## src/rtl/spm_pkg.sv

```systemverilog
`timescale 1ns / 1ps
// Shared types, constants and saturating arithmetic helpers for the servo position model.
package spm_pkg;

    typedef logic signed [31:0] t_q;
    typedef logic signed [32:0] t_mop;
    typedef logic signed [65:0] t_prod;

    typedef struct packed {
        logic en;
        t_mop a;
        t_mop b;
    } t_mul_req;

    localparam logic [2:0] CFG_CENTER    = 3'd0;
    localparam logic [2:0] CFG_HALF      = 3'd1;
    localparam logic [2:0] CFG_INV_HALF  = 3'd2;
    localparam logic [2:0] CFG_GAIN      = 3'd3;
    localparam logic [2:0] CFG_OFFSET    = 3'd4;
    localparam logic [2:0] CFG_DT        = 3'd5;
    localparam logic [2:0] CFG_INV_DT    = 3'd6;
    localparam logic [2:0] CFG_DELAY     = 3'd7;

    localparam t_q K_P   = 32'sd41999612;
    localparam t_q K_D   = 32'sd2239959;
    localparam t_q U_SAT = 32'sd10579949;
    localparam t_q V_SAT = 32'sd452239;

    localparam logic [18:0] CUR_MAX   = 19'd458752;
    localparam int          CUR_SHIFT = 36;
    localparam logic [31:0] CUR_RECIP = 32'((64'd458752 << CUR_SHIFT) / 64'd10579949);

    function automatic t_q qsat(input t_prod p);
        logic signed [49:0] s;
        s = p[65:16];
        if (s > 50'sd2147483647) begin
            return 32'sh7fffffff;
        end else if (s < -50'sd2147483648) begin
            return 32'sh80000000;
        end
        return s[31:0];
    endfunction

    function automatic t_q sat33(input logic signed [32:0] v);
        if (v > 33'sd2147483647) begin
            return 32'sh7fffffff;
        end else if (v < -33'sd2147483648) begin
            return 32'sh80000000;
        end
        return v[31:0];
    endfunction

    function automatic t_q clamp33(input logic signed [32:0] v, input t_q lim);
        logic signed [32:0] hi;
        logic signed [32:0] lo;
        hi = {lim[31], lim};
        lo = -hi;
        if (v > hi) begin
            return lim;
        end else if (v < lo) begin
            return -lim;
        end
        return v[31:0];
    endfunction

    function automatic logic signed [32:0] add33(input t_q a, input t_q b);
        return $signed({a[31], a}) + $signed({b[31], b});
    endfunction

    function automatic logic signed [32:0] sub33(input t_q a, input t_q b);
        return $signed({a[31], a}) - $signed({b[31], b});
    endfunction

endpackage

```

## src/rtl/spm_mul.sv

```systemverilog
`timescale 1ns / 1ps
// Shared signed 33 by 33 bit multiplier with a registered product.
module spm_mul (
    input  logic              i_clk,
    input  spm_pkg::t_mul_req i_req,
    output spm_pkg::t_prod    o_prod
);

    spm_pkg::t_prod r_prod;

    always_ff @(posedge i_clk) begin
        if (i_req.en) begin
            r_prod <= $signed(i_req.a) * $signed(i_req.b);
        end
    end

    assign o_prod = r_prod;

endmodule

```

## config.mk

```make
export PLATFORM = sky130hd
export DESIGN_NAME = spm_mul
export DESIGN_NICKNAME = d
export VERILOG_FILES = /design/src/rtl/spm_pkg.sv /design/src/rtl/spm_mul.sv
export SDC_FILE = /design/constraint.sdc
export NUM_CORES = 2
export LEC_CHECK = 0
export BUFFER_PORTS_ARGS = -buffer_cell sky130_fd_sc_hd__buf_4
export CORE_AREA = 5 5 259 261
export DETAILED_ROUTE_END_ITERATION = 8
export DIE_AREA = 0 0 264 266
export GPL_TIMING_DRIVEN = 0
export HOLD_SLACK_MARGIN = 0.12
export PLACE_DENSITY = 0.82
export SYNTH_ARGS = -nofsm -noshare
export SYNTH_HDL_FRONTEND = slang
export SYNTH_SLANG_ARGS = --single-unit
```

## constraint.sdc

```tcl
create_clock -name i_clk -period 21.8 [get_ports i_clk]
set_input_delay 1.09 -clock i_clk [delete_from_list [all_inputs] [get_ports i_clk]]
set_output_delay 1.09 -clock i_clk [all_outputs]
set_load 0.005 [all_outputs]
```

==> run_results.csv <==
group,metric,value,unit
critical_path,crit_fanout,16,
synth,synth.yosys.warnings,0,
synth,ys_top_cells_by_area,"fa_1 (55%), inv_1 (10%), and2_1 (8.5%)",
synth,synth_area_per_cell,9.54,um2
clock_network,clkSlewWorstSetupHoldPaths,0.08,ns
detailed_routing,routed_wirelength,154,mm
global_routing,grt_pass1_vias,34900,
sta,achievable-frequency,97.5,MHz
sta,fin_setup_tns,0,ns
global_routing,gr-usage-all-layers,45.0,%
sta,layout_worst_path_cycle_share,47.1,%
detailed_routing,dr_total_vias,32000,
clock_network,numCtsBuffers,9,
cells_and_area,most_frequent_standard_cell_in_the_layout_excluding_fill_and_tap_cells,"fa_1",
sta,final.hold.worst_slack,1.09,ns
placement,gp_congestion,1.08,
synth,synth_seq_area_share,4.79,%
sta,finalSetupViolCount,0,
sta,finalHoldViolCount,0,
synth,syn_nets,5768,
floorplanning,placeableCoreArea,64200,um2
critical_path,setup.worst_path.start_class,"input pin",
clock_network,clockBufferDepth,2,
worst_hold_path,min_path_type,"in -> reg",
clock_network,cts_root_buffer,"clkbuf_16",
detailed_routing,first_pass_iters,5,
detailed_routing,antenna_violating_nets_post_route,0,
clock_network,post_cts.repair.setup_buffers,0,
detailed_routing,drt-vias-per-instance,5.98,
sta,final_max_slew_viol_count,0,
detailed_routing,dr_wl_cell,28.8,um
synth,netlist_area,41400,um2
floorplanning,effective_utilization_at_floorplan,64.4,%
sta,worst_pin_slew,1.40,ns
synth,post-synth-top-area-cell,"fa_1",
placement,io_buffer_count,133,
cells_and_area,register_area,1980,um2
detailed_routing,post-route-drc-count,0,
critical_path,worstSetupPathType,"in -> reg",
synth,postSynthRegisterBits,66,
synth,synth_top_area_share,55.4,%
critical_path,endpoint_kind,"register",
global_routing,antenna_violations_before_repair,23,
clock_network,cts_max_level,3,
sta,rsz0062_at_grt,"no",
sta,relSlewSlack,6.68,%
global_routing,grt_first_pass_wirelength,226,mm
synth,cells_after_synth,4338,
cells_and_area,layout.cells.most_common_list,"fa_1 (1145), inv_1 (1131), and2_1 (562), nand2_1 (551), ha_1 (217)",
synth,asyncSetResetFlopFracSynth,0,%
critical_path,worst_ep_required_time,22.00,ns
sta,finalWorstPathRequiredPeriod,10.26,ns
cells_and_area,post_route_cells_drive_above_1_share,4.41,%
clock_network,tritoncts,"yes",
synth,ys.flop_type,"edfxtp_1",
clock_network,ctsResizeCount,0,
global_routing,grt_max_degree,67,
cells_and_area,area.growth.synth_to_final,5.84,%
synth,synth.distinct_cells,80,
synth,number_of_enable_flip_flop_cells_after_synthesis,66,
floorplanning,fp.dieArea,70200,um2
floorplanning,fp.dieH,266,um
clock_network,cts.sinks,66,
cells_and_area,largest_register_ff_count,66,
global_routing,grt_remaining_overflow,0,
run,drv_cap,0,
floorplanning,rows,93,
detailed_routing,drt-initial-drc-count,3226,
placement,dpl.hpwl,128,mm
clock_network,cts.hold.buffers_added,0,
floorplanning,chipWidth,264,um
critical_path,critPathArrivalTime,10.46,ns
cells_and_area,final_nets,5912,
floorplanning,ioPinCount,134,
run_status,outcome,"finished clean",
cells_and_area,fillers,5223,
cells_and_area,multiInputGateArea,34300,um2
## worst max-delay path: stages
cell and delay (ns):
buf_4 0.16, clkbuf_1 0.81, nand2_1 0.22, inv_1 0.19
fa_1 0.50, fa_1 0.57, fa_1 0.93, fa_1 1.14
fa_1 0.62, fa_1 0.52, fa_1 0.51, inv_1 0.06
fa_1 0.48, inv_1 0.04, ha_1 0.26, clkbuf_1 0.28
nand4_1 0.21, nor3_1 0.73, o311ai_4 0.34, nand3_2 0.31
a211oi_1 0.12, a311oi_1 0.32
## routing by layer
metal | up-vias | track usage (%) | part of all wire (%)
met3 | 754 | 12.9 | 12
met1 | 16300 | 52.4 | 32
met5 | - | 0 | 0.029
met4 | 6 | 34.0 | 11
met2 | 2235 | 71.1 | 45
li1 | 12700 | - | -
## cell type report
class	instances	area share (%)
clock buffers	9	0.514
clock inverters	7	0.228
inverters	1131	9.69
flip-flops and latches	66	4.52
plain buffers	221	1.94
repair buffers	133	2.28
well taps	855	2.44
diodes	9	0.0514
multi-input cells	2920	78.3
## metrics by stage
stage | cell area [um2] | cells | setup slack (ns) | utilization (%)
floorplan | 41400 | 4338 | 13.34 | -
global placement | 43500 | 5326 | 11.34 | 67.7
detailed placement | 43500 | 5326 | 11.36 | 67.7
CTS | 43800 | 5342 | 11.70 | 68.2
global route | 43800 | 5344 | 11.23 | 68.2
finish | 43800 | 5351 | 11.54 | 68.2
## cell usage after synthesis (5+ instances only)
cell type,number
nor2_1,68
inv_1,1131
xor2_1,25
o21ai_0,25
buf_2,11
o21ai_1,6
a211o_1,6
edfxtp_1,66
a211oi_1,7
fa_1,1145
a31oi_1,8
nand4_1,11
ha_1,217
and2_1,562
nand2_1,551
o21bai_1,11
clkbuf_1,208
a21o_1,36
nor2b_1,5
nor3_1,7
o21a_1,6
nand2b_1,12
and4_1,5
xnor2_1,43
nand3_1,25
a21oi_1,57
and3_1,5
## kinds of logic (layout without fill, tap and decap cells)
family | count (synthesis) | count (layout) | share of synthesized area (%)
compound gates | 219 | 219 | 4.00
xor+xnor | 68 | 68 | 1.44
fa+ha+maj | 1362 | 1362 | 61.9
buf+inv | 1352 | 1501 | 12.3
flops | 66 | 66 | 4.79
other cells | 0 | 9 | 0
simple gates | 1271 | 1271 | 15.5
## final timing paths
kind,to,slack [ns],startpoint,depth (start not counted)
worst max-delay path,o_prod[64],11.54,i_req[65],22
worst min-delay path,o_prod[0],1.09,i_req[33],2
Power is not shown: default switching activity piles up to over one toggle a cycle in this logic, so the estimate is an artifact.
