<file path="src/rtl/spm_ram.sv">
`timescale 1ns / 1ps
// Generic single-write, single-read synchronous RAM with registered read data.
module spm_ram #(
    parameter int WIDTH = 32,
    parameter int DEPTH = 16
) (
    input  logic                     i_clk,
    input  logic                     i_we,
    input  logic [$clog2(DEPTH)-1:0] i_waddr,
    input  logic [WIDTH-1:0]         i_wdata,
    input  logic                     i_re,
    input  logic [$clog2(DEPTH)-1:0] i_raddr,
    output logic [WIDTH-1:0]         o_rdata
);

    logic [WIDTH-1:0] r_mem [DEPTH];
    logic [WIDTH-1:0] r_rdata;

    always_ff @(posedge i_clk) begin
        if (i_we) begin
            r_mem[i_waddr] <= i_wdata;
        end
        if (i_re) begin
            r_rdata <= r_mem[i_raddr];
        end
    end

    assign o_rdata = r_rdata;

endmodule

</file>
<file path="config.mk">
export PLATFORM = sky130hd
export DESIGN_NAME = spm_ram
export DESIGN_NICKNAME = d
export VERILOG_FILES = /design/src/rtl/spm_ram.sv
export SDC_FILE = /design/constraint.sdc
export NUM_CORES = 1
export LEC_CHECK = 0
export ABC_AREA = 1
export BUFFER_PORTS_ARGS = -buffer_cell sky130_fd_sc_hd__buf_2
export CORE_UTILIZATION = 35
export DETAILED_ROUTE_END_ITERATION = 7
export GPL_TIMING_DRIVEN = 0
export MAX_ROUTING_LAYER = met4
export PLACE_DENSITY = 0.59
export SLEW_MARGIN = 25
export SYNTH_ARGS = -nofsm -noshare
export SYNTH_HDL_FRONTEND = slang
export SYNTH_SLANG_ARGS = --single-unit
</file>
<file path="constraint.sdc">
create_clock -name i_clk -period 3.6 [get_ports i_clk]
set_clock_uncertainty 0.05 [all_clocks]
set_input_delay 0.36 -clock i_clk [delete_from_list [all_inputs] [get_ports i_clk]]
set_output_delay 0.36 -clock i_clk [all_outputs]
set_load 0.05 [all_outputs]
</file>
==> impl_metrics.env, run 1 <==
export IMPL_final_cells=3168
export IMPL_dr_pass1_iters=6
export IMPL_fin_area_mm2=0.0269
export IMPL_path_class="in -> reg"
export IMPL_fillCellCount=6022
export IMPL_yosys_warnings=0
export IMPL_dr_total_vias=15100
export IMPL_drtIter0Drc=1606
export IMPL_hold_path_class="in -> reg"
export IMPL_fin_crit_sh_pct=47.4
export IMPL_hpwl_mm=41.3
export IMPL_irDropWorstVdd_mv=0.319
export IMPL_cts_root_buf="clkbuf_16"
export IMPL_p_leak_uw=0.0113
export IMPL_grt_max_degree=33
export IMPL_max_cap_violations=0
export IMPL_tightest_slew_ns=1.01
export IMPL_numCtsBuffers=55
export IMPL_cts_sinks=544
export IMPL_power_uw=13700
export IMPL_ys_seq_elements=544
export IMPL_viasPerCell=4.78
export IMPL_setup_violations=0
export IMPL_critPathArrivalTime_ns=2.01
export IMPL_grt_setup_unrepaired="no"
export IMPL_cts_tree="yes"
export IMPL_status="complete, no violations"
export IMPL_die_h_um=259
export IMPL_nets=2316
export IMPL_pre_cts_slack_ns=1.33
export IMPL_dp_cells=3071
export IMPL_maxSlewViolCount=0
export IMPL_die_x_um=259
export IMPL_ys_types=14
export IMPL_synthCells=2120
export IMPL_htreeDepth=2
export IMPL_portBuffers=72
export IMPL_wirelength_mm=63.5
export IMPL_final_layout_size_suffix_gt1_share_pct=11.4
export IMPL_post_cts_resize_count=0
export IMPL_antenna_found_initial=0
export IMPL_track_usage_pct=19.7
export IMPL_final_hold_viol_count=0
export IMPL_fin_crit_ns=1.71
export IMPL_dpl_cell_area_mm2=0.0252
export IMPL_worstSetupEndpointType="register"
export IMPL_ys_seq_area_share_pct=70.9
export IMPL_slew_headroom_pct=32.9
export IMPL_power_density_mw_per_mm2=509
export IMPL_timing_setup_tns_ns=0
export IMPL_diodes=0
export IMPL_syn_area_mm2=0.0231
export IMPL_post_cts_buffers=0
export IMPL_fmax_mhz=586
export IMPL_postSynthAreaPerCell_um2=10.9
export IMPL_crit_fanout=10
export IMPL_clock_path_buffers=3
export IMPL_cp_start_kind="primary input"
export IMPL_dieArea_mm2=0.0669
export IMPL_cts_hold_buf=0
export IMPL_grt_pass1_vias=14500
export IMPL_path_clk_slew_ns=0.06
export IMPL_synth_nets=2163
export IMPL_rows=93
export IMPL_routedWlPerCell_um=20.0
export IMPL_ios=75
export IMPL_gp_congestion=0.848
export IMPL_finalWorstSetupSlack_ns=1.89
export IMPL_drc=0
export IMPL_initial_core_util_pct=35.6
export IMPL_antenna_left=0
export IMPL_syn_to_final_growth_pct=16.8
export IMPL_required_ns=3.90
export IMPL_grt_pass1_wl_mm=93.2
export IMPL_grt_overflow=0
export IMPL_core_area_mm2=0.0648
export IMPL_clk_latency_ns=0.62
[sequential cells by signal (all words and copies together) (netlist names)]
name     count
r_mem      512
o_rdata     32
[area by class of cell]
cell class / instances / area (um^2) / area share (%)
Multi-Input combinational cell: 1081 / 4670 / 17.3
Inverter: 390 / 1470 / 5.44
Tap cell: 855 / 1070 / 3.97
Clock buffer: 64 / 1430 / 5.31
Clock inverter: 33 / 268 / 0.994
Timing Repair Buffer: 96 / 993 / 3.69
Sequential cell: 544 / 16300 / 60.7
Buffer: 105 / 702 / 2.61
[worst paths after layout]
path / startpoint / to / slack, ns / cells after the start
setup / recovery: i_raddr[3] / o_rdata[17] / 1.89 / 5
hold / removal: i_wdata[19] / r_mem[1][19] / 0.08 / 1
setup reg to reg: r_mem[3][14] / o_rdata[14] / 2.32 / 6
hold reg to reg: r_mem[11][29] / o_rdata[29] / 0.69 / 6
[routing by layer]
metal	track usage (%)	wire, um	vias up	share of wire, %
li1	-	-	7179	-
met1	26.5	27200	7252	43
met2	30.8	29400	592	46
met3	2.65	4970	122	7.8
met4	6.23	1920	0	3.0
met5	-	0	-	0
[worst max-delay path: stages]
cell      delay [ns]
clkbuf_1        0.49
inv_1           0.33
buf_1           0.42
nand3_1         0.29
nand2_1         0.11
[cells in the mapped netlist]
cell type	instances	area, um^2
buf_6	29	327
nand3b_1	2	15.0
edfxtp_1	544	16300
nor2_1	17	63.8
inv_1	388	1460
clkbuf_1	14	52.6
nand3_1	385	1930
buf_4	6	45.0
buf_2	41	205
buf_1	14	52.6
inv_2	1	3.75
buf_12	1	20.0
nand2_1	677	2540
inv_4	1	6.26
[cell usage in the layout (no fill, tap or decap)]
cell / instances
clkinv_4: 1
nor2_4: 16
clkinv_1: 17
inv_4: 1
nor2_1: 1
buf_4: 7
clkbuf_1: 22
buf_12: 5
edfxtp_1: 544
buf_6: 29
buf_1: 14
nand3b_1: 2
clkinv_8: 1
nand2_1: 677
buf_2: 112
clkinvlp_4: 2
inv_6: 1
clkbuf_16: 56
inv_2: 1
clkinv_2: 7
buf_16: 20
bufinv_16: 4
nand3_1: 385
inv_1: 388
[cell families (layout without fill, tap and decap cells)]
family | count (synthesis) | count (layout) | synth area share [%]
flip-flops | 544 | 544 | 70.9
buffers and inverters | 495 | 688 | 9.41
AND/OR/NAND/NOR | 1081 | 1081 | 19.7
[where the power goes]
part / switching (uW) / internal, uW
registers: 32.9 / 7130
logic: 773 / 275
clock network: 2380 / 3110
total: 3190 / 10500
[stage by stage]
stage          util (%)  hold WS [ns]
3_3_place_gp       37.8         0.686
2_1_floorplan         -         0.409
6_report           41.6        0.0784
3_5_place_dp       38.9         0.687
4_1_cts            41.6        0.0411
5_1_grt            41.6        0.0614
(Power assumes the default switching activity.)
==> run 2: changes to the inputs <==
==> constraint.sdc (replaced) <==
create_clock -name i_clk -period 1.6 [get_ports i_clk]
set_clock_uncertainty 0.05 [all_clocks]
set_input_delay 0.16 -clock i_clk [delete_from_list [all_inputs] [get_ports i_clk]]
set_output_delay 0.16 -clock i_clk [all_outputs]
set_load 0.05 [all_outputs]
==> impl_metrics.env, run 2 (synthesis results as in run 1) <==
export IMPL_status="complete, no violations"
export IMPL_dr_pass1_iters=6
export IMPL_nets=2347
export IMPL_hold_path_class="in -> reg"
export IMPL_layout_commonest_cell="nand2_1"
export IMPL_grt_busiest_layer="met2"
export IMPL_initial_core_util_pct=35.6
export IMPL_htreeDepth=2
export IMPL_grt_pass1_wl_mm=93.9
export IMPL_required_ns=1.90
export IMPL_path_clk_slew_ns=0.06
export IMPL_path_class="in -> reg"
export IMPL_dieArea_mm2=0.0669
export IMPL_core_area_mm2=0.0648
export IMPL_track_usage_pct=19.6
export IMPL_post_cts_resize_count=0
export IMPL_grtUsageMet1_pct=25.1
export IMPL_fmax_mhz=660
export IMPL_cts_sinks=544
export IMPL_grt_pass1_vias=15000
export IMPL_portBuffers=72
export IMPL_setup_violations=0
export IMPL_fin_crit_ns=1.52
export IMPL_final_hold_viol_count=0
export IMPL_timing_setup_tns_ns=0
export IMPL_cts_tree="yes"
export IMPL_syn_to_final_growth_pct=18.7
export IMPL_drc=0
export IMPL_drtIter0Drc=1576
export IMPL_maxSlewViolCount=0
export IMPL_die_h_um=259
export IMPL_grt_overflow=0
export IMPL_irDropWorstVdd_mv=0.728
export IMPL_worstSetupEndpointType="register"
export IMPL_largest_reg_flops=512
export IMPL_p_leak_uw=0.0115
export IMPL_dp_cells=3069
export IMPL_final_layout_size_suffix_gt1_share_pct=11.4
export IMPL_clk_latency_ns=0.61
export IMPL_met2_usage_pct=31.9
export IMPL_tightest_slew_ns=0.996
export IMPL_grtUsageMet3_pct=2.99
export IMPL_die_x_um=259
export IMPL_dr_total_vias=15400
export IMPL_grt_setup_unrepaired="no"
export IMPL_crit_fanout=10
export IMPL_cp_start_kind="primary input"
export IMPL_wirelength_mm=63.4
export IMPL_antenna_found_initial=0
export IMPL_viasPerCell=4.82
export IMPL_hpwl_mm=41.5
export IMPL_gp_congestion=0.829
export IMPL_max_cap_violations=0
export IMPL_ios=75
export IMPL_rows=93
export IMPL_power_density_mw_per_mm2=1170
export IMPL_critPathArrivalTime_ns=1.82
export IMPL_routedWlPerCell_um=19.8
export IMPL_antenna_left=0
export IMPL_layout_common_cells="nand2_1 (677), edfxtp_1 (544), inv_1 (388), nand3_1 (385), buf_2 (112)"
export IMPL_top_register="r_mem"
export IMPL_final_cells=3204
export IMPL_numCtsBuffers=56
export IMPL_clock_path_buffers=3
export IMPL_diodes=0
export IMPL_grt_max_degree=33
export IMPL_fin_crit_sh_pct=94.7
export IMPL_slew_headroom_pct=33.6
export IMPL_cts_root_buf="clkbuf_16"
run 2: changes by cell type in the layout (fill, tap and decap cells not counted), sizes merged:
cell,before,now
clkinv,26,27
bufinv,4,9
clkinvlp,2,0
dlygate4sd3,0,32
buf,187,185
clkbuf,78,80
run 2: cell type report:
type | instances | area (um^2)
plain buffers | 105 | 702
clock buffers | 66 | 1480
clock inverters | 37 | 412
fillers | 5924 | 37500
inverters | 390 | 1470
multi-input cells | 1081 | 4670
flip-flops and latches | 544 | 16300
well taps | 855 | 1070
repair buffers | 126 | 1220
run 2: report_power, final:
part	switching, uW	leakage, uW	internal [uW]
registers	73.8	0.00494	16100
logic	1750	0.00562	662
clock network	5430	0.000925	8030
total	7250	0.0115	24700
run 2: worst max-delay path, cell delays in order:
cell	delay (ns)
buf_2	0.14
buf_2	0.36
clkbuf_1	0.69
nand3_1	0.23
nand3_1	0.13
nand2_1	0.10
run 2: per-layer routing:
| layer | vias up | share of wire [%] |
|---|---|---|
| met2 | 602 | 48 |
| met1 | 7467 | 41 |
| met3 | 129 | 7.2 |
| met5 | - | 0 |
| li1 | 7249 | - |
| met4 | 0 | 3.0 |
run 2: worst paths after layout:
path                               startpoint  slack [ns]          end  cells after the start
worst max-delay path               i_raddr[2]        0.08   o_rdata[9]                      6
worst min-delay path                     i_re        0.03  o_rdata[26]                      1
worst max register to register   r_mem[1][13]        0.32  o_rdata[13]                      6
worst min register to register  r_mem[10][29]        0.70  o_rdata[29]                      6
run 2: through the flow:
step / setup WS (ns) / hold slack, ns / cell area (um^2) / utilization [%] / power, uW
after floorplan: -0.143 / 0.209 / 23100 / - / 17800
after global placement: -1.32 / 0.490 / 24500 / 37.8 / 18700
after detailed placement: -0.489 / 0.500 / 25100 / 38.8 / 18800
after CTS: 0.135 / 0.0513 / 27400 / 42.2 / 32200
after global routing: 0.0532 / 0.0621 / 27400 / 42.2 / 32900
final: 0.0844 / 0.0321 / 27400 / 42.2 / 32000
run 2: repair_timing:
action | CTS | global route
hold buffers | 32 | 0
setup buffers | 0 | 0
hold endpoints to repair | 512 | 0
==> run 3: changes to the inputs <==
--- a/config.mk
+++ b/config.mk
@@ -6,12 +6,13 @@
 export NUM_CORES = 1
 export LEC_CHECK = 0
 export ABC_AREA = 1
-export BUFFER_PORTS_ARGS = -buffer_cell sky130_fd_sc_hd__buf_2
 export CORE_UTILIZATION = 35
 export DETAILED_ROUTE_END_ITERATION = 7
+export DONT_BUFFER_PORTS = 1
 export GPL_TIMING_DRIVEN = 0
 export MAX_ROUTING_LAYER = met4
-export PLACE_DENSITY = 0.59
+export PLACE_DENSITY = 0.58
+export REMOVE_ABC_BUFFERS = 1
 export SLEW_MARGIN = 25
 export SYNTH_ARGS = -nofsm -noshare
 export SYNTH_HDL_FRONTEND = slang
==> constraint.sdc (replaced) <==
create_clock -name i_clk -period 1.6 [get_ports i_clk]
set_clock_uncertainty 0.05 [all_clocks]
set_input_delay 0.08 -clock i_clk [delete_from_list [all_inputs] [get_ports i_clk]]
set_output_delay 0.08 -clock i_clk [all_outputs]
set_load 0.05 [all_outputs]
==> impl_metrics.env, run 3 (synthesis results as in run 1) <==
export IMPL_power_density_mw_per_mm2=1140
export IMPL_fin_crit_sh_pct=98.1
export IMPL_critPathArrivalTime_ns=1.89
export IMPL_clk_latency_ns=0.61
export IMPL_routedWlPerCell_um=18.0
export IMPL_die_h_um=259
export IMPL_worst_hold_slack_ns=-0.211
export IMPL_fin_area_mm2=0.0267
export IMPL_cp_start_kind="primary input"
export IMPL_path_class="in -> reg"
export IMPL_slew_headroom_pct=54.2
export IMPL_max_cap_violations=0
export IMPL_p_leak_uw=0.0109
export IMPL_wirelength_mm=55.1
export IMPL_crit_slowest_cell="buf_16"
export IMPL_internal_power_uw=23700
export IMPL_post_cts_buffers=0
export IMPL_seq_area_mm2=0.0163
export IMPL_die_x_um=259
export IMPL_pwr_share_seq_pct=53.9
export IMPL_final_util_pct=41.2
export IMPL_grt_max_degree=258
export IMPL_grt_pass1_wl_mm=84.0
export IMPL_top_register="r_mem"
export IMPL_fillCellCount=5915
export IMPL_status="finished with violations"
export IMPL_cp_common_cell="nand3_1"
export IMPL_power_uw=30400
export IMPL_clock_path_buffers=3
export IMPL_grt_busiest_layer="met2"
export IMPL_htreeDepth=2
export IMPL_r2r_setup_slack_ns=0.36
export IMPL_setup_violations=0
export IMPL_hold_path_class="in -> reg"
export IMPL_final_layout_size_suffix_gt1_share_pct=6.16
export IMPL_dr_total_vias=14400
export IMPL_critPathCapture="o_rdata[13]"
export IMPL_drtIter0Drc=1288
export IMPL_syn_to_final_growth_pct=15.7
export IMPL_critPathBufInv=2
export IMPL_irDropWorstVdd_mv=0.760
export IMPL_final_hold_viol_count=28
export IMPL_portBuffers=0
export IMPL_clkPwrFrac_pct=40.8
export IMPL_largest_reg_flops=512
export IMPL_drc=0
export IMPL_rows=93
export IMPL_reg2reg_to="o_rdata[30]"
export IMPL_setup_worst_path_start="i_raddr[0]"
export IMPL_crit_fanout=257
export IMPL_maxSlewViolCount=0
export IMPL_numCtsBuffers=56
export IMPL_layout_commonest_cell="nand2_1"
export IMPL_track_usage_pct=17.1
export IMPL_required_ns=1.92
export IMPL_fin_crit_ns=1.57
export IMPL_cts_hold_buf=44
export IMPL_grt_setup_unrepaired="no"
export IMPL_antenna_left=0
export IMPL_worstSetupEndpointType="register"
export IMPL_core_area_mm2=0.0648
export IMPL_multi_input_area_mm2=0.00467
export IMPL_critical_path_max_stage_delay_ns=0.53
export IMPL_dr_pass1_iters=5
export IMPL_hpwl_mm=29.6
export IMPL_p_switching_uw=6700
export IMPL_grt_overflow=0
export IMPL_antenna_found_initial=4
export IMPL_grtUsageMet1_pct=22.7
export IMPL_crit_chain="inv_12, buf_16, nand2_1, nand3_1, nand3_1, nand3_1, nand2_1"
export IMPL_gp_congestion=0.690
export IMPL_cts_sinks=544
export IMPL_cts_root_buf="clkbuf_16"
export IMPL_final_cells=3052
export IMPL_violations="hold timing"
export IMPL_pwr_share_comb_pct=5.3
export IMPL_reg2regPathDepth=6
export IMPL_dieArea_mm2=0.0669
export IMPL_grtUsageMet3_pct=3.50
export IMPL_fmax_mhz=637
export IMPL_layout_common_cells="nand2_1 (677), edfxtp_1 (544), inv_1 (386), nand3_1 (385), clkbuf_16 (57)"
export IMPL_viasPerCell=4.73
export IMPL_dpl_cell_area_mm2=0.0245
export IMPL_cts_tree="yes"
export IMPL_nets=2191
export IMPL_tightest_slew_ns=0.686
export IMPL_ios=75
export IMPL_met2_usage_pct=26.8
export IMPL_rr_startpoint="r_mem[9][30]"
export IMPL_dp_cells=2907
export IMPL_path_clk_slew_ns=0.06
export IMPL_critPathTopFamily="buffers and inverters"
export IMPL_grt_pass1_vias=14000
export IMPL_p_sw_share_pct=22.0
export IMPL_cp_depth=7
export IMPL_initial_core_util_pct=35.6
-- run 3: cell count changes in the layout (fill, tap and decap cells not counted), moves of 3 or more --
cell,change
bufinv_16,-5
buf_2,-112
buf_4,-7
diode_2,+4
buf_16,+17
clkbuf_1,-10
buf_1,-14
clkinv_2,+3
buf_6,-29
-- run 3: routing by layer --
metal  vias to the layer above  part of all wire [%]  wire length, um
li1                       6940                     -                -
met1                      6957                    44            24100
met2                       445                    47            26000
met3                        83                   7.0             3850
met4                         0                   2.1             1130
met5                         -                     0                0
-- run 3: worst min path at each step --
| stage | from | depth (start not counted) | end | slack (ns) |
|---|---|---|---|---|
| 6_report | i_raddr[1] | 4 | o_rdata[20] | -0.21 |
| 3_5_place_dp | i_wdata[10] | 0 | r_mem[14][10] | 0.13 |
| 3_3_place_gp | i_wdata[10] | 0 | r_mem[14][10] | 0.13 |
| 2_1_floorplan | i_wdata[0] | 0 | r_mem[0][0] | 0.13 |
| 4_1_cts | i_raddr[1] | 4 | o_rdata[13] | -0.27 |
| 5_1_grt | i_raddr[1] | 4 | o_rdata[28] | -0.23 |
-- run 3: cell type report --
cell class / count / share of cell area (%)
Multi-Input combinational cell: 1081 / 17.5
Timing Repair Buffer: 75 / 5.15
Clock inverter: 34 / 0.999
Tap cell: 855 / 4.01
Antenna cell: 4 / 0.0375
Clock buffer: 69 / 5.51
Sequential cell: 544 / 61.2
Inverter: 390 / 5.57
-- run 3: repair_timing --
| action | in CTS | in global routing |
|---|---|---|
| hold endpoints to repair | 578 | 32 |
| resized for setup | 0 | 1 |
| setup endpoints to repair | 0 | 6 |
-- run 3: power groups by stage --
stage,clock (uW),combinational [uW],sequential (uW)
detailed placement,0,1280,16700
finish,12400,1600,16400
global placement,0,1160,16700
floorplan,0,835,16700
global route,13300,1810,16400
CTS,12700,1640,16400
-- run 3: worst register-to-register path: cells and delay by family, from the launching register on --
kind / cells / cell delay (ns)
and+or+nand+nor: 5 / 0.49
DFF: 1 / 0.36
buffers and inverters: 1 / 0.07
-- run 3: through the flow --
| step | worst slack [ns] | TNS, ns |
|---|---|---|
| 6_report | 0.0307 | 0 |
| 5_1_grt | 0.0359 | 0 |
| 4_1_cts | 0.0235 | 0 |
| 3_5_place_dp | -0.447 | -12.12 |
| 3_3_place_gp | -3.40 | -1358.55 |
| 2_1_floorplan | -0.943 | -286.30 |
